--- src/rtl/core/trcu_pkg.sv ---
// shared types and constants for the ring-road car update block
package trcu_pkg;

   localparam int CSR_INDEX_BITS = 2;
   localparam int CSR_DATA_BITS  = 32;
   localparam int SPEED_BITS     = 8;
   localparam int RING_BITS      = 31;
   localparam int PROB_BITS      = 17;
   localparam int FRACTION_SHIFT = 16;

   localparam logic [CSR_INDEX_BITS-1:0] CSR_RING_LENGTH = 2'd0;
   localparam logic [CSR_INDEX_BITS-1:0] CSR_MAX_SPEED   = 2'd1;
   localparam logic [CSR_INDEX_BITS-1:0] CSR_DAWDLE_PROB = 2'd2;

   localparam logic [RING_BITS-1:0]  RING_LENGTH_RESET = 31'd1000;
   localparam logic [SPEED_BITS-1:0] MAX_SPEED_RESET   = 8'd5;
   localparam logic [PROB_BITS-1:0]  DAWDLE_PROB_RESET = 17'd16384;

   typedef struct packed {
      logic [RING_BITS-1:0]  ring_length;
      logic [SPEED_BITS-1:0] max_speed;
      logic [PROB_BITS-1:0]  dawdle_prob;
   } cfg_type;

endpackage

--- src/rtl/core/traffic_ring_car_update.sv ---
// ring-road car update: a car's job is queued as its successor is taken; its result
// passes the queue and the result register, and a step's closing job is issued after
// its last car is taken. Throughput is one car per cycle, set by the update stage,
// unless the output stalls; a last car holds input while its closing job is issued.
// reset: ring_length 1000, max_speed 5, dawdle_prob 16384, no car held, queue empty,
// result register empty.
module traffic_ring_car_update #(
   parameter int POSITION_BITS = 32,
   parameter int RANDOM_BITS   = 16
) (
   input  logic                                clock,
   input  logic                                reset,
   input  logic                                req_tvalid,
   output logic                                req_tready,
   // position, speed, random_fraction, zero fill
   input  logic [((POSITION_BITS+trcu_pkg::SPEED_BITS+RANDOM_BITS+7)/8)*8-1:0] req_tdata,
   input  logic                                req_tlast,
   output logic                                rsp_tvalid,
   input  logic                                rsp_tready,
   // new_position, new_speed, zero fill
   output logic [((POSITION_BITS+trcu_pkg::SPEED_BITS+7)/8)*8-1:0] rsp_tdata,
   output logic                                rsp_tlast,
   input  logic                                csr_valid,
   output logic                                csr_ready,
   input  logic [trcu_pkg::CSR_INDEX_BITS-1:0] csr_index,
   input  logic [trcu_pkg::CSR_DATA_BITS-1:0]  csr_data
);

   localparam int SB       = trcu_pkg::SPEED_BITS;
   localparam int RSP_BITS = ((POSITION_BITS + SB + 7) / 8) * 8;
   localparam int JOB_BITS = 2 * POSITION_BITS + SB + RANDOM_BITS + 1;

   trcu_pkg::cfg_type cfg_ff, cfg_in;

   logic                     job_valid, job_ready, head_valid, head_ready;
   logic [JOB_BITS-1:0]      job_data, head_data;
   logic [POSITION_BITS-1:0] out_position;
   logic [SB-1:0]            out_speed;

   assign csr_ready = 1'b1;

   always_comb begin
      cfg_in = cfg_ff;
      if (csr_valid) begin
         case (csr_index)
            trcu_pkg::CSR_RING_LENGTH:
               cfg_in.ring_length = csr_data[trcu_pkg::RING_BITS-1:0];
            trcu_pkg::CSR_MAX_SPEED:
               cfg_in.max_speed = csr_data[SB-1:0];
            trcu_pkg::CSR_DAWDLE_PROB:
               cfg_in.dawdle_prob = csr_data[trcu_pkg::PROB_BITS-1:0];
            default: cfg_in = cfg_ff;
         endcase
      end
   end

   always_ff @(posedge clock) begin
      if (reset) begin
         cfg_ff.ring_length <= trcu_pkg::RING_LENGTH_RESET;
         cfg_ff.max_speed   <= trcu_pkg::MAX_SPEED_RESET;
         cfg_ff.dawdle_prob <= trcu_pkg::DAWDLE_PROB_RESET;
      end else begin
         cfg_ff <= cfg_in;
      end
   end

   trcu_front #(
      .POSITION_BITS(POSITION_BITS),
      .RANDOM_BITS  (RANDOM_BITS),
      .JOB_BITS     (JOB_BITS)
   ) u_front (
      .clock      (clock),
      .reset      (reset),
      .cfg        (cfg_ff),
      .in_valid   (req_tvalid),
      .in_ready   (req_tready),
      .in_position(req_tdata[POSITION_BITS-1:0]),
      .in_speed   (req_tdata[POSITION_BITS+SB-1:POSITION_BITS]),
      .in_random  (req_tdata[POSITION_BITS+SB+RANDOM_BITS-1:POSITION_BITS+SB]),
      .in_last    (req_tlast),
      .job_valid  (job_valid),
      .job_ready  (job_ready),
      .job_data   (job_data)
   );

   trcu_queue #(
      .WIDTH(JOB_BITS)
   ) u_queue (
      .clock     (clock),
      .reset     (reset),
      .push_valid(job_valid),
      .push_ready(job_ready),
      .push_data (job_data),
      .pop_valid (head_valid),
      .pop_ready (head_ready),
      .pop_data  (head_data)
   );

   trcu_back #(
      .POSITION_BITS(POSITION_BITS),
      .RANDOM_BITS  (RANDOM_BITS),
      .JOB_BITS     (JOB_BITS)
   ) u_back (
      .clock       (clock),
      .reset       (reset),
      .cfg         (cfg_ff),
      .job_valid   (head_valid),
      .job_ready   (head_ready),
      .job_data    (head_data),
      .out_valid   (rsp_tvalid),
      .out_ready   (rsp_tready),
      .out_position(out_position),
      .out_speed   (out_speed),
      .out_last    (rsp_tlast)
   );

   assign rsp_tdata = RSP_BITS'({out_speed, out_position});

endmodule

--- src/rtl/core/trcu_front.sv ---
// front end: takes cars, holds each until its successor arrives, issues update jobs
module trcu_front #(
   parameter int POSITION_BITS = 32,
   parameter int RANDOM_BITS   = 16,
   parameter int JOB_BITS      = 2 * POSITION_BITS + trcu_pkg::SPEED_BITS + RANDOM_BITS + 1
) (
   input  logic                              clock,
   input  logic                              reset,
   input  trcu_pkg::cfg_type                 cfg,
   input  logic                              in_valid,
   output logic                              in_ready,
   input  logic [POSITION_BITS-1:0]          in_position,
   input  logic [trcu_pkg::SPEED_BITS-1:0]   in_speed,
   input  logic [RANDOM_BITS-1:0]            in_random,
   input  logic                              in_last,
   output logic                              job_valid,
   input  logic                              job_ready,
   output logic [JOB_BITS-1:0]               job_data
);

   logic                            held_ff, held_in;
   logic                            flush_ff, flush_in;
   logic [POSITION_BITS-1:0]        first_ff, first_in;
   logic [POSITION_BITS-1:0]        hpos_ff, hpos_in;
   logic [trcu_pkg::SPEED_BITS-1:0] hspd_ff, hspd_in;
   logic [RANDOM_BITS-1:0]          hrnd_ff, hrnd_in;

   logic                            accept;
   logic [POSITION_BITS+trcu_pkg::RING_BITS-1:0] ring_wide;
   logic [POSITION_BITS-1:0]        ahead;
   logic [POSITION_BITS-1:0]        gap;

   assign in_ready  = !flush_ff && job_ready;
   assign accept    = in_valid && in_ready;
   assign ring_wide = {{POSITION_BITS{1'b0}}, cfg.ring_length};

   // car ahead: the new car, or the first car one lap on when the step closes
   assign ahead = flush_ff ? first_ff + ring_wide[POSITION_BITS-1:0] : in_position;
   assign gap   = ahead - hpos_ff;

   assign job_valid = flush_ff || (accept && held_ff);
   assign job_data  = {flush_ff, gap, hrnd_ff, hspd_ff, hpos_ff};

   always_comb begin
      held_in  = held_ff;
      flush_in = flush_ff;
      first_in = first_ff;
      hpos_in  = hpos_ff;
      hspd_in  = hspd_ff;
      hrnd_in  = hrnd_ff;
      if (flush_ff && job_ready) begin
         held_in  = 1'b0;
         flush_in = 1'b0;
      end else if (accept) begin
         if (!held_ff) begin
            first_in = in_position;
         end
         held_in  = 1'b1;
         flush_in = in_last;
         hpos_in  = in_position;
         hspd_in  = in_speed;
         hrnd_in  = in_random;
      end
   end

   always_ff @(posedge clock) begin
      if (reset) begin
         held_ff  <= 1'b0;
         flush_ff <= 1'b0;
         first_ff <= '0;
      end else begin
         held_ff  <= held_in;
         flush_ff <= flush_in;
         first_ff <= first_in;
      end
      hpos_ff <= hpos_in;
      hspd_ff <= hspd_in;
      hrnd_ff <= hrnd_in;
   end

endmodule

--- src/rtl/core/trcu_queue.sv ---
// small register queue between the front end and the update stage
module trcu_queue #(
   parameter int WIDTH = 8
) (
   input  logic             clock,
   input  logic             reset,
   input  logic             push_valid,
   output logic             push_ready,
   input  logic [WIDTH-1:0] push_data,
   output logic             pop_valid,
   input  logic             pop_ready,
   output logic [WIDTH-1:0] pop_data
);

   localparam int DEPTH     = 4;
   localparam int PTR_BITS  = $clog2(DEPTH);
   localparam int CNT_BITS  = $clog2(DEPTH + 1);

   logic [WIDTH-1:0]    entry_ff [DEPTH];
   logic [PTR_BITS-1:0] wr_ff, wr_in;
   logic [PTR_BITS-1:0] rd_ff, rd_in;
   logic [CNT_BITS-1:0] count_ff, count_in;
   logic                do_push, do_pop;

   assign push_ready = count_ff != CNT_BITS'(DEPTH);
   assign pop_valid  = count_ff != '0;
   assign pop_data   = entry_ff[rd_ff];
   assign do_push    = push_valid && push_ready;
   assign do_pop     = pop_valid && pop_ready;

   always_comb begin
      wr_in    = do_push ? wr_ff + 1'b1 : wr_ff;
      rd_in    = do_pop ? rd_ff + 1'b1 : rd_ff;
      count_in = count_ff;
      if (do_push && !do_pop) begin
         count_in = count_ff + 1'b1;
      end else if (do_pop && !do_push) begin
         count_in = count_ff - 1'b1;
      end
   end

   always_ff @(posedge clock) begin
      if (reset) begin
         wr_ff    <= '0;
         rd_ff    <= '0;
         count_ff <= '0;
      end else begin
         wr_ff    <= wr_in;
         rd_ff    <= rd_in;
         count_ff <= count_in;
      end
      if (do_push) begin
         entry_ff[wr_ff] <= push_data;
      end
   end

endmodule

--- src/rtl/core/trcu_back.sv ---
// update stage: speed rule, dawdle and advance, into the result register
module trcu_back #(
   parameter int POSITION_BITS = 32,
   parameter int RANDOM_BITS   = 16,
   parameter int JOB_BITS      = 2 * POSITION_BITS + trcu_pkg::SPEED_BITS + RANDOM_BITS + 1
) (
   input  logic                            clock,
   input  logic                            reset,
   input  trcu_pkg::cfg_type               cfg,
   input  logic                            job_valid,
   output logic                            job_ready,
   input  logic [JOB_BITS-1:0]             job_data,
   output logic                            out_valid,
   input  logic                            out_ready,
   output logic [POSITION_BITS-1:0]        out_position,
   output logic [trcu_pkg::SPEED_BITS-1:0] out_speed,
   output logic                            out_last
);

   localparam int SB = trcu_pkg::SPEED_BITS;
   localparam int CMP_BITS = RANDOM_BITS + trcu_pkg::PROB_BITS;

   logic [POSITION_BITS-1:0] pos, gap, room;
   logic [SB-1:0]            spd;
   logic [RANDOM_BITS-1:0]   rnd;
   logic                     last;
   logic [SB:0]              v_inc, v_lim;
   logic [SB-1:0]            v_room, v_new;
   logic [CMP_BITS-1:0]      draw_scaled, prob_scaled;
   logic                     load;

   logic                     valid_ff, valid_in;
   logic [POSITION_BITS-1:0] pos_ff, pos_in;
   logic [SB-1:0]            spd_ff, spd_in;
   logic                     last_ff, last_in;

   assign {last, gap, rnd, spd, pos} = job_data;

   // a gap of zero or less, read as signed, leaves no room
   assign room  = (gap == '0 || gap[POSITION_BITS-1]) ? '0 : gap - 1'b1;
   assign v_inc = {1'b0, spd} + 1'b1;
   assign v_lim = (v_inc > {1'b0, cfg.max_speed}) ? {1'b0, cfg.max_speed} : v_inc;
   assign v_room = (POSITION_BITS'(v_lim) > room) ? room[SB-1:0] : v_lim[SB-1:0];

   assign draw_scaled = {1'b0, rnd, {trcu_pkg::FRACTION_SHIFT{1'b0}}};
   assign prob_scaled = {cfg.dawdle_prob, {RANDOM_BITS{1'b0}}};
   assign v_new = (draw_scaled < prob_scaled && v_room != '0) ? v_room - 1'b1 : v_room;

   assign load      = job_valid && (!valid_ff || out_ready);
   assign job_ready = !valid_ff || out_ready;

   always_comb begin
      valid_in = valid_ff;
      pos_in   = pos_ff;
      spd_in   = spd_ff;
      last_in  = last_ff;
      if (load) begin
         valid_in = 1'b1;
         pos_in   = pos + POSITION_BITS'(v_new);
         spd_in   = v_new;
         last_in  = last;
      end else if (out_ready) begin
         valid_in = 1'b0;
      end
   end

   always_ff @(posedge clock) begin
      if (reset) begin
         valid_ff <= 1'b0;
      end else begin
         valid_ff <= valid_in;
      end
      pos_ff  <= pos_in;
      spd_ff  <= spd_in;
      last_ff <= last_in;
   end

   assign out_valid    = valid_ff;
   assign out_position = pos_ff;
   assign out_speed    = spd_ff;
   assign out_last     = last_ff;

endmodule

--- config.mk ---
export PLATFORM = sky130hd
export DESIGN_NAME = traffic_ring_car_update
export DESIGN_NICKNAME = d
export VERILOG_FILES = /design/src/rtl/core/trcu_pkg.sv /design/src/rtl/core/traffic_ring_car_update.sv /design/src/rtl/core/trcu_front.sv /design/src/rtl/core/trcu_queue.sv /design/src/rtl/core/trcu_back.sv
export SDC_FILE = /design/constraint.sdc
export NUM_CORES = 1
export LEC_CHECK = 0
export BUFFER_PORTS_ARGS = -buffer_cell sky130_fd_sc_hd__buf_2
export CORE_ASPECT_RATIO = 1.5
export CORE_MARGIN = 5
export CORE_UTILIZATION = 56
export DETAILED_ROUTE_END_ITERATION = 8
export HOLD_SLACK_MARGIN = 0.03
export PLACE_DENSITY = 0.73
export SYNTH_ARGS = -nofsm -noshare
export SYNTH_HDL_FRONTEND = slang
export SYNTH_HIERARCHICAL = 1
export SYNTH_SLANG_ARGS = --single-unit
export TNS_END_PERCENT = 20
--- constraint.sdc ---
create_clock -name clock -period 8.3 [get_ports clock]
set_input_delay 1.245 -clock clock [delete_from_list [all_inputs] [get_ports clock]]
set_output_delay 1.245 -clock clock [all_outputs]
set_load 0.01 [all_outputs]
; After elaboration in Yosys (flattened, before gate mapping)
; Memory sizes are Yosys's and may differ from the RTL's. A register that Yosys moved wholly into a read port is not among the register bits.
; Index checks and enable logic that the tools add are counted.
[word_totals]
ff_bits = 195
mem_bits_rw = 356
inputBits = 96
n_memories = 1
[mem_list]
columns = name, words, word_bits, rd, rd_ports_with_merged_regs, wr, line
row1 = u_queue.entry_ff, 4, 89, 1, 1, 1, trcu_queue.sv:19  ; logic [WIDTH-1:0] entry_ff [DEPTH];
[op_classes]
n_addsub = 10
order_cmp = 3
eq_ne = 3
mux = 13
n_bitwise = 2
n_reduce_logical = 28
[op_table]
columns = operator, count
row1 = $mux 32, 2
row2 = $lt 32x33->1, 1
row3 = $add 32x31->32, 1
row4 = $add 32x8->32, 1
row5 = $gt 9x32->1, 1
row6 = $logic_not 32->1, 1
row7 = $sub 32x1->32 const B, 1
row8 = $sub 32x32->32, 1
row9 = $mux 8, 2
row10 = $add 8x1->9 const B, 1
row11 = $gt 9x8->1, 1
row12 = $logic_and 1x1->1, 9
row13 = $mux 9, 1
row14 = $reduce_and 2->1, 4
row15 = $reduce_bool 8->1, 1
row16 = $sub 8x1->8 const B, 1
row17 = $mux 3, 2
row18 = $add 2x1->2 const B, 2
row19 = $logic_not 1->1, 4
row20 = $mux 1, 4
row21 = $mux 2, 2
row22 = $reduce_bool 2->1, 2
row23 = $add 3x1->3 const B, 1
row24 = $logic_or 1x1->1, 3
row25 = 9 further kinds, 10

; Longest topological paths before layout
; Gate-level depths: netlist of the first run.
[logic_depth]
word_depth = 10
mapped_depth = 42

; By module
; The synthesis of the first run kept the hierarchy.
[modules_own_cells]
columns = module, n_inst, cells_each, area_per_inst_um2, seq_area_each_um2
row1 = trcu_queue, 1, 513, 13282.7, 10870.4
row2 = trcu_front, 1, 736, 6601.3, 2362.3
row3 = trcu_back, 1, 495, 4371.7, 1251.2
row4 = traffic_ring_car_update, 1, 231, 2392.3, 1121.1

; Worst setup path after synthesis of the first run
; No wires, ideal clock.
[synth_timing]
path_kind = register -> register
startpoint = register (tool-made name)
endpoint = register u_back.pos_ff[15] (netlist: u_back/out_position[15]) (data pin)
setup_time_ns = 0.266
arrival_ns = 8.695
t_required_ns = 8.034
setup_slack_ns = -0.661
path_stages_with_launch = 40
path_buffers = 5
path_cell_list = dfxtp_1 buf_6 buf_2 mux4_2 ha_1 and3_1 xor2_1 ha_1 and3_1 or3b_2 o211a_1 nor2_1 mux2_2 ha_1 and3_1 a221o_1 a211o_1 nand4_1 [4 not listed] a21oi_1 ha_1 inv_1 nor4_1 nand4_1 o211ai_1 mux2i_1 ha_1 a21o_1 a21oi_1 o21bai_1 a21oi_1 o21bai_1 a21o_1 a21oi_1 clkbuf_1 nor3_1 xor2_1
[synth_lines]
columns = element, line
row1 = end signal: assignment, trcu_back.sv:73  ; pos_ff <= pos_in;
row2 = end: declaration, trcu_back.sv:33  ; logic [POSITION_BITS-1:0] pos_ff, pos_in;

==> results of run 1 <==
layout make-up:
| class | instances | area share (%) |
|---|---|---|
| clock buffers | 65 | 4.33 |
| clock inverters | 22 | 0.740 |
| flip-flops and latches | 553 | 50.2 |
| inverters | 99 | 1.19 |
| multi-input cells | 1250 | 34.4 |
| well taps | 600 | 2.41 |
| repair buffers | 306 | 6.66 |
| diodes | 2 | 0.0161 |
logic make-up after synthesis:
logic type,after synthesis,share of synthesized area (%)
flops,553,58.6
simple gates,526,10.4
compound gates,327,8.30
mux,181,11.1
buf+inv,172,2.83
fa+ha+maj,115,5.51
xor+xnor,99,3.25
other cells,2,0.0282
per-stage QoR:
| step | TNS, ps | instances |
|---|---|---|
| 2_1_floorplan | -438 | 1975 |
| 3_3_place_gp | -6170 | 2779 |
| 3_5_place_dp | -9310 | 2779 |
| 4_1_cts | 0 | 2878 |
| 5_1_grt | -3570 | 2897 |
| 6_report | 0 | 2897 |
timing repair:
action / 4_1_cts / 5_1_grt
pin swaps: 22 / 42
gates cloned: 1 / 1
setup buffers: 11 / 19
gates resized for setup: 31 / 49
setup endpoints to repair: 24 / 25
flip-flops by register name, indices dropped and copies added, names as in the netlist, named ones only:
name	cells
u_queue/count_ff	3
u_front/hspd_ff	8
u_front/hpos_ff	32
u_back/out_valid	1
u_queue/rd_ff	2
u_front/first_ff	32
u_front/flush_ff	1
u_queue/wr_ff	2
u_back/out_last	1
u_back/out_speed	8
u_front/held_ff	1
u_back/out_position	32
cfg_ff	56
u_front/hrnd_ff	16
u_queue/entry_ff	356
cell usage in the layout, fill, tap and decap left out, types with 14 or more instances in the layout:
cell / count
a21o_1: 43
ha_1: 104
mux4_2: 89
clkbuf_16: 50
nand4_1: 19
nand3_1: 31
inv_1: 98
nor2_1: 94
dfxtp_1: 97
xnor2_1: 58
a21oi_1: 99
edfxtp_1: 453
mux2_2: 22
buf_2: 136
o21ai_0: 38
xor2_1: 35
nor3_1: 32
nand2_1: 119
mux2i_1: 67
buf_4: 155
nand2b_1: 92
and3_1: 14
power breakdown:
| part | switching (mW) | internal (mW) |
|---|---|---|
| sequential | 0.140 | 3.58 |
| clock | 0.980 | 1.27 |
| combinational | 2.47 | 2.39 |
| total | 3.59 | 7.23 |
path summary, 6_finish.rpt:
check | startpoint | to | cells after the start
hold reg to reg | u_front/first_ff[13] | u_front/first_ff[13] | 2
hold / removal | u_front/first_ff[13] | u_front/first_ff[13] | 2
setup / recovery | flip-flop | u_back/out_position[23] | 38
setup reg to reg | flip-flop | u_back/out_position[23] | 38
worst min-delay path, cell delays in order, from the launching register on:
cell and delay [ps]:
dfxtp_1 310, nand2_1 50, a21oi_1 50
per-layer routing:
layer	routed length [um]	share of wire [%]	GRT usage, %	vias to the layer above
li1	-	-	-	8033
met2	32800	52	42.8	533
met1	25000	40	30.0	8461
met5	0	0	0	-
met3	3110	4.9	2.84	134
met4	2130	3.4	7.42	0
==> metrics, run 1 <==
highest net fanout along the worst path 7; yosys warns 6; Clock Root Buffer clkbuf_16; Post-synth top flop edfxtp_1; Max transition margin 22.8%; synth-to-layout area growth 16.7%; EDFF count, synth 453; row count 98; Crit Path Class reg -> reg; die height 277 um; Detailed Place HPWL 43,900 um; Leak 11.7 nW; Core Util, Final 65.5%; Final Max Slew Viols 0; CTS tree yes; VDD IR max 292 uV; proportion of synthesized chip area in sequential cells 58.6%; vias per inst 5.92; Layout Cell Area excl Fill 31,100 sq um; delay-heaviest family, CP compound AO/OA/AOI/OAI gates; Setup WS pre-CTS -584 ps; share of layout cells above drive strength 1 25.8%; Bufs and invs on worst path 6; area of the mapped netlist 26,600 sq um; CTS Buf Count 48; chip width 188 um; DRC violations left 0; Power, Total 10.8 mW; Tcrit/Tclk final 98.2%; worst min path class reg -> reg; Die Area 52,100 sq um; Cell variety after synth 89; fin crit period 8150 ps; CTS Hold Bufs 0; syn_nets 2,186; grt total ovfl 0; CP Launch Type flip-flop; Final Hold Viols 0; CP Data Arrival Time 8460 ps; Reg clk slew, reported paths 70 ps; Synth Instances 1,975; fraction of registers with async set or reset after synthesis 0%; footprint of the multi-input gates 10,700 sq um; CP Capture Type flip-flop; Worst-Margin Slew 1160 ps; first-pass GRT wire length 97,900 um; Max-Cap Viols 0; Core Region 47,500 sq um; H-tree Lvls 2; Layout fillers 3,441; Final ANT Viol Nets 0; Clock Latency Late Sink 580 ps; top-area cell type share of the netlist area 51.0%; Final Setup Violations 0; clk buf depth 3; DP Area 28,900 sq um; via count 17.2k; Final Worst Setup Slack 148 ps; final WL 63,000 um; status completed; fmax 123 MHz; number of top-level pins 140; skew final 16.4 ps; Mean Syn Cell Area 13.5 sq um; Synth area leaders edfxtp_1, mux4_2, dfxtp_1; vias in the first global route 17.7k; Reg2Reg Setup Slack 150 ps; initial antenna violation count 3; critical path's most frequent cell ha_4; Pre-antenna DRT Iters 5; # clock sinks 553; RD Place Congestion 0.899; Critical Path Max Stage Delay 570 ps; hold_ws 460 ps; Reg area 15,600 sq um; slowest stage cell, crit path mux4_2; most instantiated cells after synthesis edfxtp_1, nand2_1, ha_1; buffers added on ports 137; Yosys reg bits 553; initial DRC count 1,229; power density over cell area 348 nW/um^2; RSZ-0062 raised after global routing true; post-synth top area cell edfxtp_1; count leader, synth edfxtp_1; initial core utilization 56.2%; Wirelength per Cell 21.7 um; largest net degree at the start of global routing 82; GR Util All Layers 23.8%; worst endpoint required time 8610 ps; NumNets Final 2,469
Note: power is estimated with default switching activity, not from simulation.
==> run 2, diff against run 1 <==
--- a/config.mk
+++ b/config.mk
@@ -9,3 +9,2 @@
 export CORE_ASPECT_RATIO = 1.5
-export CORE_MARGIN = 5
 export CORE_UTILIZATION = 56
--- a/constraint.sdc
+++ b/constraint.sdc
@@ -3,2 +3,2 @@
 set_output_delay 1.245 -clock clock [all_outputs]
-set_load 0.01 [all_outputs]
+set_load 0.005 [all_outputs]
==> metrics, run 2 (synthesized netlist as in run 1, its figures left out) <==
combinational power share 43.4% (was 44.9%); row count 97 (was 98); Final Setup Violations 0 (unchanged); Worst-Margin Slew 1130 ps (was 1160 ps); clk buf depth 3 (unchanged); DRC violations left 0 (unchanged); most frequent cells in the layout edfxtp_1, buf_4, buf_2 (unchanged); clock network fraction of design power 21.8% (was 20.7%); Crit Path Class reg -> reg (unchanged); Leak 11.6 nW (was 11.7 nW); vias per inst 5.93 (was 5.92); synth-to-layout area growth 16.4% (was 16.7%); final WL 60,300 um (was 63,000 um); initial core utilization 56.9% (was 56.2%); Layout fillers 3,403 (was 3,441); fmax 121 MHz (was 123 MHz); H-tree Lvls 2 (unchanged); status completed (unchanged); VDD IR max 268 uV (was 292 uV); CTS Buf Count 50 (was 48); DP Cell Count 2,766 (was 2,779); share of layout cells above drive strength 1 25.3% (was 25.8%); GR Util All Layers 25.1% (was 23.8%); slowest stage cell, crit path mux4_2 (unchanged); Wirelength per Cell 20.9 um (was 21.7 um); P_int 7.19 mW (was 7.23 mW); CTS tree yes (unchanged); RD Place Congestion 0.927 (was 0.899); R2R depth 38 (unchanged); Reg power frac 34.8% (was 34.3%); RR Endpoint u_back/out_position[14] (was u_back/out_position[23]); Critical Path Max Stage Delay 580 ps (was 570 ps); Clock Latency Late Sink 580 ps (about the same); Max transition margin 24.8% (was 22.8%); min-delay src u_front/first_ff[6] (was u_front/first_ff[13]); fin crit period 8250 ps (was 8150 ps); highest net fanout along the worst path 8 (was 7); CTS Hold Bufs 0 (unchanged); Final Hold Viols 0 (unchanged); initial DRC count 1,116 (was 1,229); Clock Root Buffer clkbuf_16 (unchanged); worst min path class reg -> reg (unchanged); Final Max Slew Viols 0 (unchanged); number of flip-flops in the largest register 356 (unchanged); chip width 180 um (was 188 um); Pre-antenna DRT Iters 5 (unchanged); die height 269 um (was 277 um); grt total ovfl 0 (unchanged); Core Region 46,800 sq um (was 47,500 sq um); vias in the first global route 17.6k (was 17.7k); Die Area 48,500 sq um (was 52,100 sq um); NumNets Final 2,469 (unchanged); largest net degree at the start of global routing 92 (was 82); largest registers u_queue/entry_ff (356), cfg_ff (56) (unchanged); Psw 3.49 mW (was 3.59 mW); power density over cell area 344 nW/um^2 (was 348 nW/um^2); buffers added on ports 137 (unchanged); most common cell after layout, fill and taps aside edfxtp_1 (unchanged); Reg2Reg Setup Slack 50 ps (was 150 ps); number of top-level pins 140 (unchanged); Detailed Place HPWL 42,700 um (was 43,900 um); Final ANT Viol Nets 0 (unchanged); skew final 16.8 ps (was 16.4 ps); CP Data Arrival Time 8580 ps (was 8460 ps); hold_ws 459 ps (was 460 ps); # clock sinks 553 (unchanged); sink of the worst hold path u_front/first_ff[6] (was u_front/first_ff[13]); sw frac 32.7% (was 33.2%); Reg clk slew, reported paths 60 ps (was 70 ps); worst endpoint required time 8620 ps (was 8610 ps); Max-Cap Viols 0 (unchanged); first-pass GRT wire length 95,100 um (was 97,900 um); Reg with most FFs u_queue/entry_ff (unchanged); initial antenna violation count 3 (unchanged); via count 17.1k (was 17.2k); RSZ-0062 raised after global routing true (unchanged); Tcrit/Tclk final 99.5% (was 98.2%); worst hold stages 2 (unchanged); CP Launch Type flip-flop (unchanged); CP Capture Type flip-flop (unchanged); fin cells 2,892 (was 2,897)
==> run 2: cell types whose count changed in the layout (fill, tap and decap cells not counted), moves of 3 or more <==
| cell | delta |
|---|---|
| and3_1 | +3 |
| and3_4 | -3 |
| clkbuf_8 | -3 |
| clkinv_1 | +5 |
| clkinv_2 | -4 |
| ha_1 | +3 |
| ha_4 | -3 |
| nand3_1 | +4 |
| nand3_2 | -4 |
| xnor2_1 | +3 |
| xnor2_2 | -3 |
==> run 2: per-layer routing <==
metal / vias to the layer above / global-route usage [%] / routed length, um
li1: 8037 / - / -
met1: 8540 / 30.7 / 24100
met2: 445 / 46.0 / 31800
met3: 119 / 2.85 / 2450
met4: 2 / 8.37 / 1960
met5: - / 0 / 13
==> run 2: how the worst max path moves through the flow <==
stage          startpoint                       to  cells after the start  slack (ps)
6_report        flip-flop  u_back/out_position[14]                     38          50
5_1_grt         flip-flop  u_back/out_position[28]                     41        -360
4_1_cts         flip-flop  u_back/out_position[14]                     39           4
3_5_place_dp    flip-flop  u_back/out_position[28]                     38        -660
3_3_place_gp    flip-flop  u_back/out_position[28]                     38        -480
2_1_floorplan   flip-flop  u_back/out_position[28]                     38         -60
==> run 2: what timing repair did <==
action,4_1_cts,5_1_grt
cloned,1,0
buffers inserted,22,12
setup endpoints to repair,24,25
endpoints found under the hold margin,0,0
gates resized for setup,34,31
pin swaps,21,40
==> run 2: cell type report <==
type	instances	area [sq um]	area share, %
Sequential cell	553	15600	50.3
Multi-Input combinational cell	1250	10600	34.2
Timing Repair Buffer	304	2010	6.49
Clock buffer	62	1330	4.29
Tap cell	594	743	2.40
Inverter	99	372	1.20
Clock inverter	28	324	1.04
Antenna cell	2	5.00	0.0161
==> run 2: per-stage QoR <==
step / utilization, % / power, mW / cell area (sq um) / worst slack (ps) / setup TNS, ps
after floorplan: - / 6.23 / 26700 / -64.8 / -438
after global placement: 61.5 / 7.67 / 28800 / -477 / -5340
after detailed placement: 61.5 / 7.79 / 28800 / -658 / -9880
after CTS: 65.7 / 10.5 / 30800 / 3.59 / 0
after global routing: 66.2 / 11.2 / 31000 / -364 / -6280
final: 66.2 / 10.7 / 31000 / 45.6 / 0
==> run 2: power by group through the flow <==
| stage | Combinational [mW] | Sequential, mW | Clock [mW] |
|---|---|---|---|
| 5_1_grt | 5.03 | 3.75 | 2.47 |
| 3_3_place_gp | 3.92 | 3.76 | 0 |
| 4_1_cts | 4.42 | 3.72 | 2.37 |
| 6_report | 4.64 | 3.72 | 2.32 |
| 3_5_place_dp | 4.01 | 3.78 | 0 |
| 2_1_floorplan | 2.48 | 3.75 | 0 |
==> run 2: critical path: cells and delay by family, from the launching register on <==
family                   cells  cell delay, ps
adder cells (fa/ha/maj)      6            1510
AO/OA/AOI/OAI               11            2160
flip-flops                   1             440
multiplexers                 2             900
AND/OR/NAND/NOR             12            2050
buffers and inverters        4             530
XOR/XNOR                     3             380
